===== src/hdl/two_class_priority_ticket_queue_assert.svh =====
// Assertion macros shared by the ticket queue modules
`ifndef TWO_CLASS_PRIORITY_TICKET_QUEUE_ASSERT_SVH
`define TWO_CLASS_PRIORITY_TICKET_QUEUE_ASSERT_SVH

// same-cycle implication, disabled while reset is low
`define TCPQ_ASSERT_NOW(lbl, ck, rn, ante, cons) \
	lbl: assert property (@(posedge ck) disable iff (!rn) (ante) |-> (cons)) \
		else $error("tcpq assertion failed");

// next-cycle implication, disabled while reset is low
`define TCPQ_ASSERT_NEXT(lbl, ck, rn, ante, cons) \
	lbl: assert property (@(posedge ck) disable iff (!rn) (ante) |=> (cons)) \
		else $error("tcpq assertion failed");

`endif


===== src/hdl/tcpq_pkg.sv =====
// Types and constants of the two-class ticket queue
`default_nettype none
package tcpq_pkg;

	localparam int ID_W     = 27;
	localparam int TICKET_W = 16;
	localparam int STATUS_W = 3;
	localparam int CMD_W    = 2;

	localparam logic [CMD_W-1:0] CMD_ENQ_URGENT  = 2'd0;
	localparam logic [CMD_W-1:0] CMD_ENQ_REGULAR = 2'd1;
	localparam logic [CMD_W-1:0] CMD_SERVE       = 2'd2;

	localparam logic [STATUS_W-1:0] ST_ENQUEUED       = 3'd0;
	localparam logic [STATUS_W-1:0] ST_SERVED_URGENT  = 3'd1;
	localparam logic [STATUS_W-1:0] ST_SERVED_REGULAR = 3'd2;
	localparam logic [STATUS_W-1:0] ST_NOTHING        = 3'd3;
	localparam logic [STATUS_W-1:0] ST_FULL           = 3'd4;

	localparam logic [TICKET_W-1:0] TICKET_FIRST = 16'd1;
	localparam logic [TICKET_W-1:0] TICKET_MAX   = 16'hFFFF;

	typedef struct packed {
		logic push;
		logic pop;
	} cq_ctrl_t;

	typedef struct packed {
		logic                empty;
		logic                full;
		logic [TICKET_W-1:0] push_ticket;
		logic [TICKET_W-1:0] pop_ticket;
	} cq_stat_t;

	// tickets skip zero on wrap
	function automatic logic [TICKET_W-1:0] ticket_after(input logic [TICKET_W-1:0] t);
		logic [TICKET_W-1:0] r;
		if (t == TICKET_MAX) begin
			r = TICKET_FIRST;
		end else begin
			r = t + TICKET_W'(1);
		end
		return r;
	endfunction

endpackage
`default_nettype wire


===== src/hdl/two_class_priority_ticket_queue.sv =====
// Top level: two-class strict-priority ticket queue
//
//  channel | handshake            | payload
//  --------+----------------------+---------------------------------
//  in      | in_valid / in_stall  | command, client_id
//  out     | out_valid / out_stall| status, ticket, served_id
//
// One item per cycle sustained while out_stall is low; each item passes
// through the input register, then the result register.
// Each class FIFO is a memory with a registered read that prefetches the
// next head, so back-to-back serves do not wait on the read port.
// Reset clears counts, heads and tickets at once; memories need no clearing.
// out_stall holds the result register and backs up into in_stall.
`default_nettype none
module two_class_priority_ticket_queue
	import tcpq_pkg::*;
#(
	parameter int QUEUE_DEPTH = 64
) (
	input  wire logic                clk,
	input  wire logic                arst_n,
	input  wire logic                in_valid,
	output logic                     in_stall,
	input  wire logic [CMD_W-1:0]    command,
	input  wire logic [ID_W-1:0]     client_id,
	output logic                     out_valid,
	input  wire logic                out_stall,
	output logic [STATUS_W-1:0]      status,
	output logic [TICKET_W-1:0]      ticket,
	output logic [ID_W-1:0]          served_id
);

	logic                valid_s1;
	logic [CMD_W-1:0]    command_s1;
	logic [ID_W-1:0]     client_id_s1;
	logic                out_valid_q;
	logic [STATUS_W-1:0] status_q;
	logic [TICKET_W-1:0] ticket_q;
	logic [ID_W-1:0]     served_id_q;

	logic                advance;
	logic                fire;
	logic                load_s1;
	cq_ctrl_t            urg_ctrl;
	cq_ctrl_t            reg_ctrl;
	cq_stat_t            urg_stat;
	cq_stat_t            reg_stat;
	logic [ID_W-1:0]     urg_head_id;
	logic [ID_W-1:0]     reg_head_id;
	logic [STATUS_W-1:0] status_d;
	logic [TICKET_W-1:0] ticket_d;
	logic [ID_W-1:0]     served_id_d;

	assign advance  = !out_valid_q || !out_stall;
	assign fire     = valid_s1 && advance;
	assign load_s1  = !valid_s1 || advance;
	assign in_stall = !load_s1;

	always_comb begin
		urg_ctrl    = '0;
		reg_ctrl    = '0;
		status_d    = ST_NOTHING;
		ticket_d    = '0;
		served_id_d = '0;
		case (command_s1)
			CMD_ENQ_URGENT: begin
				urg_ctrl.push = fire;
				if (urg_stat.full) begin
					status_d = ST_FULL;
				end else begin
					status_d = ST_ENQUEUED;
					ticket_d = urg_stat.push_ticket;
				end
			end
			CMD_ENQ_REGULAR: begin
				reg_ctrl.push = fire;
				if (reg_stat.full) begin
					status_d = ST_FULL;
				end else begin
					status_d = ST_ENQUEUED;
					ticket_d = reg_stat.push_ticket;
				end
			end
			CMD_SERVE: begin
				if (!urg_stat.empty) begin
					urg_ctrl.pop = fire;
					status_d     = ST_SERVED_URGENT;
					ticket_d     = urg_stat.pop_ticket;
					served_id_d  = urg_head_id;
				end else if (!reg_stat.empty) begin
					reg_ctrl.pop = fire;
					status_d     = ST_SERVED_REGULAR;
					ticket_d     = reg_stat.pop_ticket;
					served_id_d  = reg_head_id;
				end
			end
			default: begin
				status_d = ST_NOTHING;
			end
		endcase
	end

	tcpq_class_queue #(.DEPTH(QUEUE_DEPTH)) u_urgent (
		.clk     (clk),
		.arst_n  (arst_n),
		.ctrl    (urg_ctrl),
		.push_id (client_id_s1),
		.stat    (urg_stat),
		.head_id (urg_head_id)
	);

	tcpq_class_queue #(.DEPTH(QUEUE_DEPTH)) u_regular (
		.clk     (clk),
		.arst_n  (arst_n),
		.ctrl    (reg_ctrl),
		.push_id (client_id_s1),
		.stat    (reg_stat),
		.head_id (reg_head_id)
	);

	always_ff @(posedge clk or negedge arst_n) begin
		if (!arst_n) begin
			valid_s1    <= 1'b0;
			out_valid_q <= 1'b0;
		end else begin
			if (load_s1) begin
				valid_s1 <= in_valid;
			end
			if (advance) begin
				out_valid_q <= valid_s1;
			end
		end
	end

	always_ff @(posedge clk) begin
		if (load_s1 && in_valid) begin
			command_s1   <= command;
			client_id_s1 <= client_id;
		end
		if (fire) begin
			status_q    <= status_d;
			ticket_q    <= ticket_d;
			served_id_q <= served_id_d;
		end
	end

	assign out_valid = out_valid_q;
	assign status    = status_q;
	assign ticket    = ticket_q;
	assign served_id = served_id_q;

`include "two_class_priority_ticket_queue_assert.svh"

	`TCPQ_ASSERT_NEXT(a_urgent_first, clk, arst_n, fire && (command_s1 == CMD_SERVE) && !urg_stat.empty, out_valid_q && (status_q == ST_SERVED_URGENT))
	`TCPQ_ASSERT_NOW(a_no_push_pop_mix, clk, arst_n, urg_ctrl.pop || reg_ctrl.pop, !urg_ctrl.push && !reg_ctrl.push)
	`TCPQ_ASSERT_NEXT(a_fire_gives_result, clk, arst_n, fire, out_valid_q)

endmodule
`default_nettype wire


===== src/hdl/tcpq_class_queue.sv =====
// One priority class: id FIFO memory, head/count, ticket counters
`default_nettype none
module tcpq_class_queue
	import tcpq_pkg::*;
#(
	parameter int DEPTH = 64
) (
	input  wire logic            clk,
	input  wire logic            arst_n,
	input  wire cq_ctrl_t        ctrl,
	input  wire logic [ID_W-1:0] push_id,
	output cq_stat_t             stat,
	output logic [ID_W-1:0]      head_id
);

	localparam int AW = (DEPTH > 1) ? $clog2(DEPTH) : 1;
	localparam int CW = $clog2(DEPTH + 1);
	localparam int SW = CW + 1;

	logic [ID_W-1:0]     mem_q [DEPTH];
	logic [ID_W-1:0]     head_id_q;
	logic [AW-1:0]       head_q;
	logic [AW-1:0]       head_d;
	logic [AW-1:0]       head_inc;
	logic [AW-1:0]       tail;
	logic [SW-1:0]       tail_sum;
	logic [CW-1:0]       count_q;
	logic [TICKET_W-1:0] next_ticket_q;
	logic [TICKET_W-1:0] serve_ticket_q;
	logic                full;
	logic                empty;
	logic                do_push;
	logic                do_pop;

	assign full     = (count_q == CW'(DEPTH));
	assign empty    = (count_q == '0);
	assign do_push  = ctrl.push && !full;
	assign do_pop   = ctrl.pop && !empty;

	assign tail_sum = SW'(head_q) + SW'(count_q);
	assign tail     = (tail_sum >= SW'(DEPTH)) ? AW'(tail_sum - SW'(DEPTH)) : AW'(tail_sum);
	assign head_inc = (head_q == AW'(DEPTH - 1)) ? '0 : head_q + AW'(1);
	assign head_d   = do_pop ? head_inc : head_q;

	always_ff @(posedge clk or negedge arst_n) begin
		if (!arst_n) begin
			head_q         <= '0;
			count_q        <= '0;
			next_ticket_q  <= TICKET_FIRST;
			serve_ticket_q <= TICKET_FIRST;
		end else begin
			head_q <= head_d;
			if (do_push) begin
				count_q       <= count_q + CW'(1);
				next_ticket_q <= ticket_after(next_ticket_q);
			end else if (do_pop) begin
				count_q        <= count_q - CW'(1);
				serve_ticket_q <= ticket_after(serve_ticket_q);
			end
		end
	end

	always_ff @(posedge clk) begin
		if (do_push) begin
			mem_q[tail] <= push_id;
		end
	end

	// prefetch the entry that is head after this cycle; a push into an empty
	// queue lands on that very slot, so forward it
	always_ff @(posedge clk) begin
		if (do_push && (tail == head_d)) begin
			head_id_q <= push_id;
		end else begin
			head_id_q <= mem_q[head_d];
		end
	end

	assign head_id          = head_id_q;
	assign stat.empty       = empty;
	assign stat.full        = full;
	assign stat.push_ticket = next_ticket_q;
	assign stat.pop_ticket  = serve_ticket_q;

`include "two_class_priority_ticket_queue_assert.svh"

	`TCPQ_ASSERT_NOW(a_count_bound, clk, arst_n, 1'b1, count_q <= CW'(DEPTH))
	`TCPQ_ASSERT_NOW(a_pop_nonempty, clk, arst_n, ctrl.pop, !empty)
	`TCPQ_ASSERT_NOW(a_one_op, clk, arst_n, ctrl.push, !ctrl.pop)
	`TCPQ_ASSERT_NEXT(a_full_keeps, clk, arst_n, ctrl.push && full, $stable(count_q) && $stable(next_ticket_q))

endmodule
`default_nettype wire

===== config.mk =====
export PLATFORM = sky130hd
export DESIGN_NAME = two_class_priority_ticket_queue
export DESIGN_NICKNAME = d
export VERILOG_FILES = /design/src/hdl/tcpq_pkg.sv /design/src/hdl/two_class_priority_ticket_queue.sv /design/src/hdl/tcpq_class_queue.sv
export VERILOG_INCLUDE_DIRS = /design/src /design/src/hdl
export SDC_FILE = /design/constraint.sdc
export NUM_CORES = 2
export LEC_CHECK = 0
export ABC_AREA = 1
export CAP_MARGIN = 20
export CORE_UTILIZATION = 40
export CTS_CLUSTER_SIZE = 12
export DETAILED_ROUTE_END_ITERATION = 16
export DONT_BUFFER_PORTS = 1
export PLACE_DENSITY = 0.62
export SLEW_MARGIN = 15
export SYNTH_ARGS = -nofsm -noshare
export SYNTH_HDL_FRONTEND = slang
export SYNTH_HIERARCHICAL = 1
export SYNTH_SLANG_ARGS = --single-unit

===== constraint.sdc =====
create_clock -name clk -period 3.3 [get_ports clk]
set_clock_uncertainty 0.15 [all_clocks]
set_input_delay 0 -clock clk [delete_from_list [all_inputs] [get_ports clk]]
set_output_delay 0 -clock clk [all_outputs]
set_load 0.01 [all_outputs]

======== After elaboration in Yosys (flattened, before gate mapping) ========
Memories as Yosys holds them, arrays and structs flattened. A register that Yosys moved wholly into a read port is not among the register bits.
Index checks and enable logic that the tools add are counted.
storage, ports and cells
  bits in registers ....................... 167
  output and inout bits ................... 48
  bits of input ports ..................... 33
  latch bits .............................. 0
  logic and storage cells ................. 105
  bits in writable memories ............... 3,456
  bits in read-only memories .............. 0
  memories ................................ 2
memories
  name             depth  bits a word  rd ports  clocked after Yosys merged registers in  wr ports  RTL line                source
  u_regular.mem_q  64     27           1         1                                        1         tcpq_class_queue.sv:20  logic [ID_W-1:0] mem_q [DEPTH];
  u_urgent.mem_q   64     27           1         1                                        1         tcpq_class_queue.sv:20
cells by class
  shift-type cells ........................ 0
  equal/unequal tests ..................... 10
  add/sub/neg operators ................... 14
  $lt $le $gt $ge ......................... 2
  bitwise gates (word level) .............. 2
  multiplexer cells ....................... 37
  reduce and logical (&&, ||, !) cells .... 23
  div/mod/pow operators ................... 0
  multipliers ............................. 0
operators by type and width
  kind                     number
  $mux W16                 8
  $add A16 B1 Y16 const B  4
  $eq A16 B16 Y1 const B   4
  $mux W27                 2
  $pmux W16 S3             1
  $mux W6                  6
  $mux W7                  4
  $add A6 B7 Y8            2
  $ge A8 B7 Y1 const B     2
  $add A7 B1 Y7 const B    2
  $eq A7 B7 Y1 const B     2
  $logic_not A7 Y1         2
  $sub A7 B1 Y7 const B    2
  $add A6 B1 Y6 const B    2
  $eq A6 B6 Y1 const B     2
  $mux W1                  12
  $sub A6 B1 Y6 const B    2
  $pmux W3 S3              1
  $logic_not A1 Y1         8
  $logic_and A1 B1 Y1      6
  $mux W3                  2
  $reduce_and A2 Y1        2
  $reduce_bool A2 Y1       2
  $eq A2 B1 Y1 const B     1
  other kinds (5)          7

======== Depth between registers and ports, before layout ========
  depth in word-level cells ............... 9
  gate-level depth with buffers ........... 17
  gate-level depth less buffers ........... 14

======== By module ========
Netlist, hierarchy kept.
by module, submodules not included
  module                           area an instance (um^2)  instances  seq. area each (um^2)  cells each
  tcpq_class_queue (u_regular)     72,876.1                 1          53,138.5               6,224
  tcpq_class_queue (u_urgent)      72,876.1                 1          53,138.5               6,225
  two_class_priority_ticket_queue  3,407.0                  1          2,302.2                319

======== Worst setup path before layout ========
OpenSTA, ideal clock, no wires.
  path kind ............................... reg2reg
  from .................................... register u_urgent.count_q[0]
  to ...................................... memory u_urgent.mem_q[0][0] (enable)
  required time ........................... 2.739 ns
  clock period less this slack ............ 3.500 ns
  slack ................................... -0.200 ns
  setup time .............................. 0.411 ns
  data arrival time ....................... 2.940 ns
  stages on the path, launching flop included .. 9
  cell sequence ........................... dfrtp_1 > ha_1 > fa_1 > a21oi_1 > o21bai_1 > xor2_1 > nor2_1 > nand2_1 > nor2_1
between the ends
  longest elaborated chain between the ends .. 5
  elaborated cells on any way between the ends .. 9
RTL lines
  what                                                                   RTL line                source
  from (decl)                                                            tcpq_class_queue.sv:27  logic [CW-1:0] count_q;
  from (signal assigned)                                                 tcpq_class_queue.sv:54  count_q <= count_q + CW'(1);
  from (signal assigned)                                                 tcpq_class_queue.sv:57  count_q <= count_q - CW'(1);
  parallel branches: the longest is 5 deep, another holds $add A6 B7 Y8  n/a
  to (decl)                                                              tcpq_class_queue.sv:20
Parallel ways; which one is timed is not known.

==> impl_summary.md <==
Outcome
The flow ran to the end, and the final reports show no timing, DRC or antenna violations.

Layout
Leaving out fill and tap cells, the most frequent cells in the layout are sky130_fd_sc_hd__nand2_1 (4,693), sky130_fd_sc_hd__edfxtp_1 (3,531), sky130_fd_sc_hd__nand3_1 (3,032). From synthesis to final layout, the design area changed by 14.65%. Once layout is done, the placed cells without fillers occupy 171,000 um2. The final cell utilization of the core is 46.22%. In the final design database the tool counted 13,040 nets. Leaving out fill and tap cells, the most frequent cell in the layout is sky130_fd_sc_hd__nand2_1. The fraction of layout cells with a size suffix above 1 is 8.941%.

Global routing
In the global route stage, met2 resource usage came out at 35.19%. The total routing resource utilization after global routing is 22.25%. The number of global-route vias before repair is 93,440.

The first global-routing pass estimated 626,700 um of wire. The routing usage on met3 is 2.528%. The aggregate global routing overflow is 0. Global routing consumed, on the met1 layer, 31.37% of the routing resources. The busiest metal layer after global routing is met2. The initial antenna violation count is 9.

The maximum number of pins on one net before global-route repair is 129.

Detailed routing
The first TritonRoute pass finished after 6 iterations. Detailed routing inserted a total of 99,260 vias. Once detail routing completed, the nets flagged for antenna violations numbered 0. Wires add up to 426,100 um.

After detailed routing, the average wire length per cell comes to 23.41 um. After detailed routing, the number of vias per cell comes to 5.453. The detailed router finished its first iteration with 11,700 violations. The final routed DRC violation total is 0.

Floorplan
During I/O placement, the number of pins put on the boundary was 81. The vertical die dimension is 612.7 um. Once the floorplan was initialized, standard cells occupied 40.32% of the core. The die covers 375,300 um2. The core outline area is 370,000 um2.

In this run the horizontal extent of the chip is 612.7 um. The placement row count is 223.

Power
In this run the power density over the cells is 771.9 nW/um2. The design draws 132.0 mW. The highest ir drop seen on vdd is 0.0008336 V. The leakage power is 60.91 nW.

Critical path
The minimum setup slack among reg-to-reg paths is 0.1 ns. STA classifies the critical path endpoint as a register. In this run the critical register-to-register path is captured at served_id[10]. The data required time of the worst path is 3.92 ns. Along the worst path, the maximum fanout reaches 83. The worst register-to-register path has a depth of 12.

For the worst setup path, the data arrival time is 3.82 ns. The worst setup path is launched from a register. The path type of the worst setup path is register to register.

Synthesis
The post-synthesis cell type count is 38. In this run, synthesis produced a sequential element count of 3,635. Yosys printed 6 warnings. The number of nets in the synthesized netlist is 12,830. Each instance of the synthesized netlist takes up on average 11.68 um2. The cell count after synthesis came out at 12,770. The sequential cell area fraction in the yosys report is 72.79%. Summing every instance area after synthesis gives 149,200 um2.

Placement
The setup slack after placement is 0.07929 ns. The placed wire-length estimate is 243,900 um. In this run the tool buffered the top-level ports with 0 buffer cells. The instance area after placement is 159,100 um2. The routability congestion estimate is 0.8787.

Clock tree
The clock-pin slew on the worst setup and hold paths is 0.06 ns. Clock tree synthesis found a total of 3,635 sinks. Clock tree synthesis selected as its root buffer the cell sky130_fd_sc_hd__clkbuf_16. The number of buffers on the longest clock path is 4. TritonCTS built the clock tree. The clock insertion delay at the later pin of the skew report is 0.96 ns. The total clock buffers created by CTS is 377. The maximum level of the CTS H-tree is 5.

STA
Setup slack closes at 0.09898 ns. The worst pin sits at a relative slew slack of 23.87%. The minimum clock period is 3.201 ns. Setup repair after global routing could not meet its margin everywhere. The total count of hold-check failures in the final report is 0. Of the available clock period, the critical path in the final layout requires 97.00%. The total count of max-transition violations in the final report came to 0. Setup violations remaining at the end of the flow were counted as 0. For the final routed database, the setup TNS stands at 0 ns. Static timing analysis puts the maximum clock frequency at 312.4 MHz. The worst-margin pin slew is 1.142 ns.

Worst hold path
The startpoint identified for the worst hold timing path is client_id[3]. The worst hold path depth is 2. The tightest min-delay check is of the input pin to register type. The worst min-delay path endpoint is client_id_s1[3].

Flow run
The count of maximum capacitance violations is 0.
[sequential cells by signal, summed over array words and instances, names as in the netlist, 6 cells and up, named ones only]
register / count
u_urgent/next_ticket_q: 16
client_id_s1: 27
u_urgent/head_q: 6
u_regular/count_q: 7
u_regular/serve_ticket_q: 16
served_id: 27
u_regular/head_q: 6
ticket: 16
u_regular/mem_q: 1728
u_urgent/serve_ticket_q: 16
u_regular/next_ticket_q: 16
u_urgent/mem_q: 1728
u_urgent/count_q: 7
[power breakdown]
group	internal [mW]	switching [mW]	total [mW]
Clock	22.0	17.4	39.4
Sequential	52.2	1.16	53.3
Combinational	11.3	27.9	39.2
[metrics by stage]
stage	hold WS [ns]	cells
after global routing	0.05624	18190
after detailed placement	-0.4432	17480
after CTS	0.0006377	18190
after global placement	-0.4426	17480
final	0.06545	18200
after floorplan	-0.4456	12770
[critical path, stage by stage, from the launching register on]
cell                      delay, ns
sky130_fd_sc_hd__dfxtp_4       0.52
sky130_fd_sc_hd__buf_12        0.24
sky130_fd_sc_hd__buf_12        0.35
sky130_fd_sc_hd__nand2_1       0.09
sky130_fd_sc_hd__nand3_1       0.10
sky130_fd_sc_hd__nand3_1       0.10
sky130_fd_sc_hd__nand2_1       0.10
sky130_fd_sc_hd__nand2_1       0.20
sky130_fd_sc_hd__nand3_1       0.20
sky130_fd_sc_hd__nand3_1       0.29
sky130_fd_sc_hd__nand2_1       0.17
sky130_fd_sc_hd__nand3_1       0.22
sky130_fd_sc_hd__a21oi_1       0.21
[cell families after synthesis]
group	share of synthesized area (%)
DFF	72.79
AOI/OAI and AO/OA	0.4790
adders and majority gates	0.2886
and+or+nand+nor	22.95
xor gates and xnor gates	0.3288
buffers and inverters	3.162
[worst max path at each step]
stage | depth (start not counted) | start | endpoint | slack (ns)
floorplan | 8 | u_urgent/count_q[0] | u_urgent/mem_q[0][0] | -0.20
global placement | 12 | register | served_id[23] | 0.14
detailed placement | 12 | register | served_id[23] | 0.08
CTS | 9 | u_urgent/head_q[0] | u_urgent/mem_q[6][15] | 0.05
global route | 9 | u_urgent/head_q[0] | u_urgent/mem_q[6][0] | -0.02
finish | 12 | register | served_id[10] | 0.1
[what timing repair did]
| action | CTS | global route |
|---|---|---|
| setup endpoints to repair | 0 | 236 |
| resized for setup | 0 | 3 |
| buffers inserted | 0 | 0 |
| endpoints found under the hold margin | 207 | 0 |
| hold buffers | 69 | 0 |
[metal layers]
layer	up-vias	wire length, um
met4	0	18420
met1	48930	177100
li1	45230	-
met3	739	33280
met2	4363	197300
met5	-	0
[synth_stat cells]
cell type | instances | share of area, %
sky130_fd_sc_hd__edfxtp_1 | 3531 | 71
sky130_fd_sc_hd__buf_1 | 82 | 0.21
sky130_fd_sc_hd__a21oi_1 | 50 | 0.17
sky130_fd_sc_hd__inv_2 | 11 | 0.028
sky130_fd_sc_hd__nand3_2 | 3 | 0.020
sky130_fd_sc_hd__nor2_4 | 3 | 0.023
sky130_fd_sc_hd__inv_4 | 5 | 0.021
sky130_fd_sc_hd__fa_1 | 4 | 0.054
sky130_fd_sc_hd__nand4_1 | 46 | 0.19
sky130_fd_sc_hd__nand3b_1 | 6 | 0.030
sky130_fd_sc_hd__buf_2 | 455 | 1.5
sky130_fd_sc_hd__dfstp_2 | 4 | 0.070
sky130_fd_sc_hd__clkbuf_1 | 69 | 0.17
sky130_fd_sc_hd__nor3_1 | 30 | 0.10
sky130_fd_sc_hd__inv_6 | 1 | 0.0059
sky130_fd_sc_hd__nand2_4 | 2 | 0.015
sky130_fd_sc_hd__xnor2_1 | 21 | 0.12
sky130_fd_sc_hd__dfrtp_1 | 88 | 1.5
sky130_fd_sc_hd__nor2_1 | 207 | 0.52
sky130_fd_sc_hd__xor2_1 | 35 | 0.21
sky130_fd_sc_hd__ha_1 | 28 | 0.23
sky130_fd_sc_hd__buf_6 | 38 | 0.29
sky130_fd_sc_hd__or2_2 | 2 | 0.0084
sky130_fd_sc_hd__o21ai_2 | 8 | 0.047
sky130_fd_sc_hd__buf_4 | 132 | 0.66
sky130_fd_sc_hd__nand3_4 | 2 | 0.023
sky130_fd_sc_hd__clkinv_1 | 3 | 0.0075
sky130_fd_sc_hd__nand2_1 | 4695 | 12
sky130_fd_sc_hd__nand2_2 | 3 | 0.013
sky130_fd_sc_hd__a31o_2 | 5 | 0.029
sky130_fd_sc_hd__dfxtp_1 | 12 | 0.16
sky130_fd_sc_hd__o21ai_0 | 48 | 0.16
sky130_fd_sc_hd__nand3_1 | 3032 | 10
sky130_fd_sc_hd__o21bai_1 | 6 | 0.030
sky130_fd_sc_hd__inv_1 | 93 | 0.23
sky130_fd_sc_hd__o21ai_4 | 4 | 0.044
sky130_fd_sc_hd__inv_8 | 1 | 0.0075
sky130_fd_sc_hd__nor2_2 | 3 | 0.013
[layout make-up]
class                   count  area, um2
inverters                 114      540.5
diodes                     11      27.53
clock buffers             494      10010
clock inverters           151       1144
flip-flops and latches   3635     108600
well taps                4950       6193
fillers                 32970     199000
multi-input cells        8243      36410
repair buffers            605       8069
(Power assumes the default switching activity.)
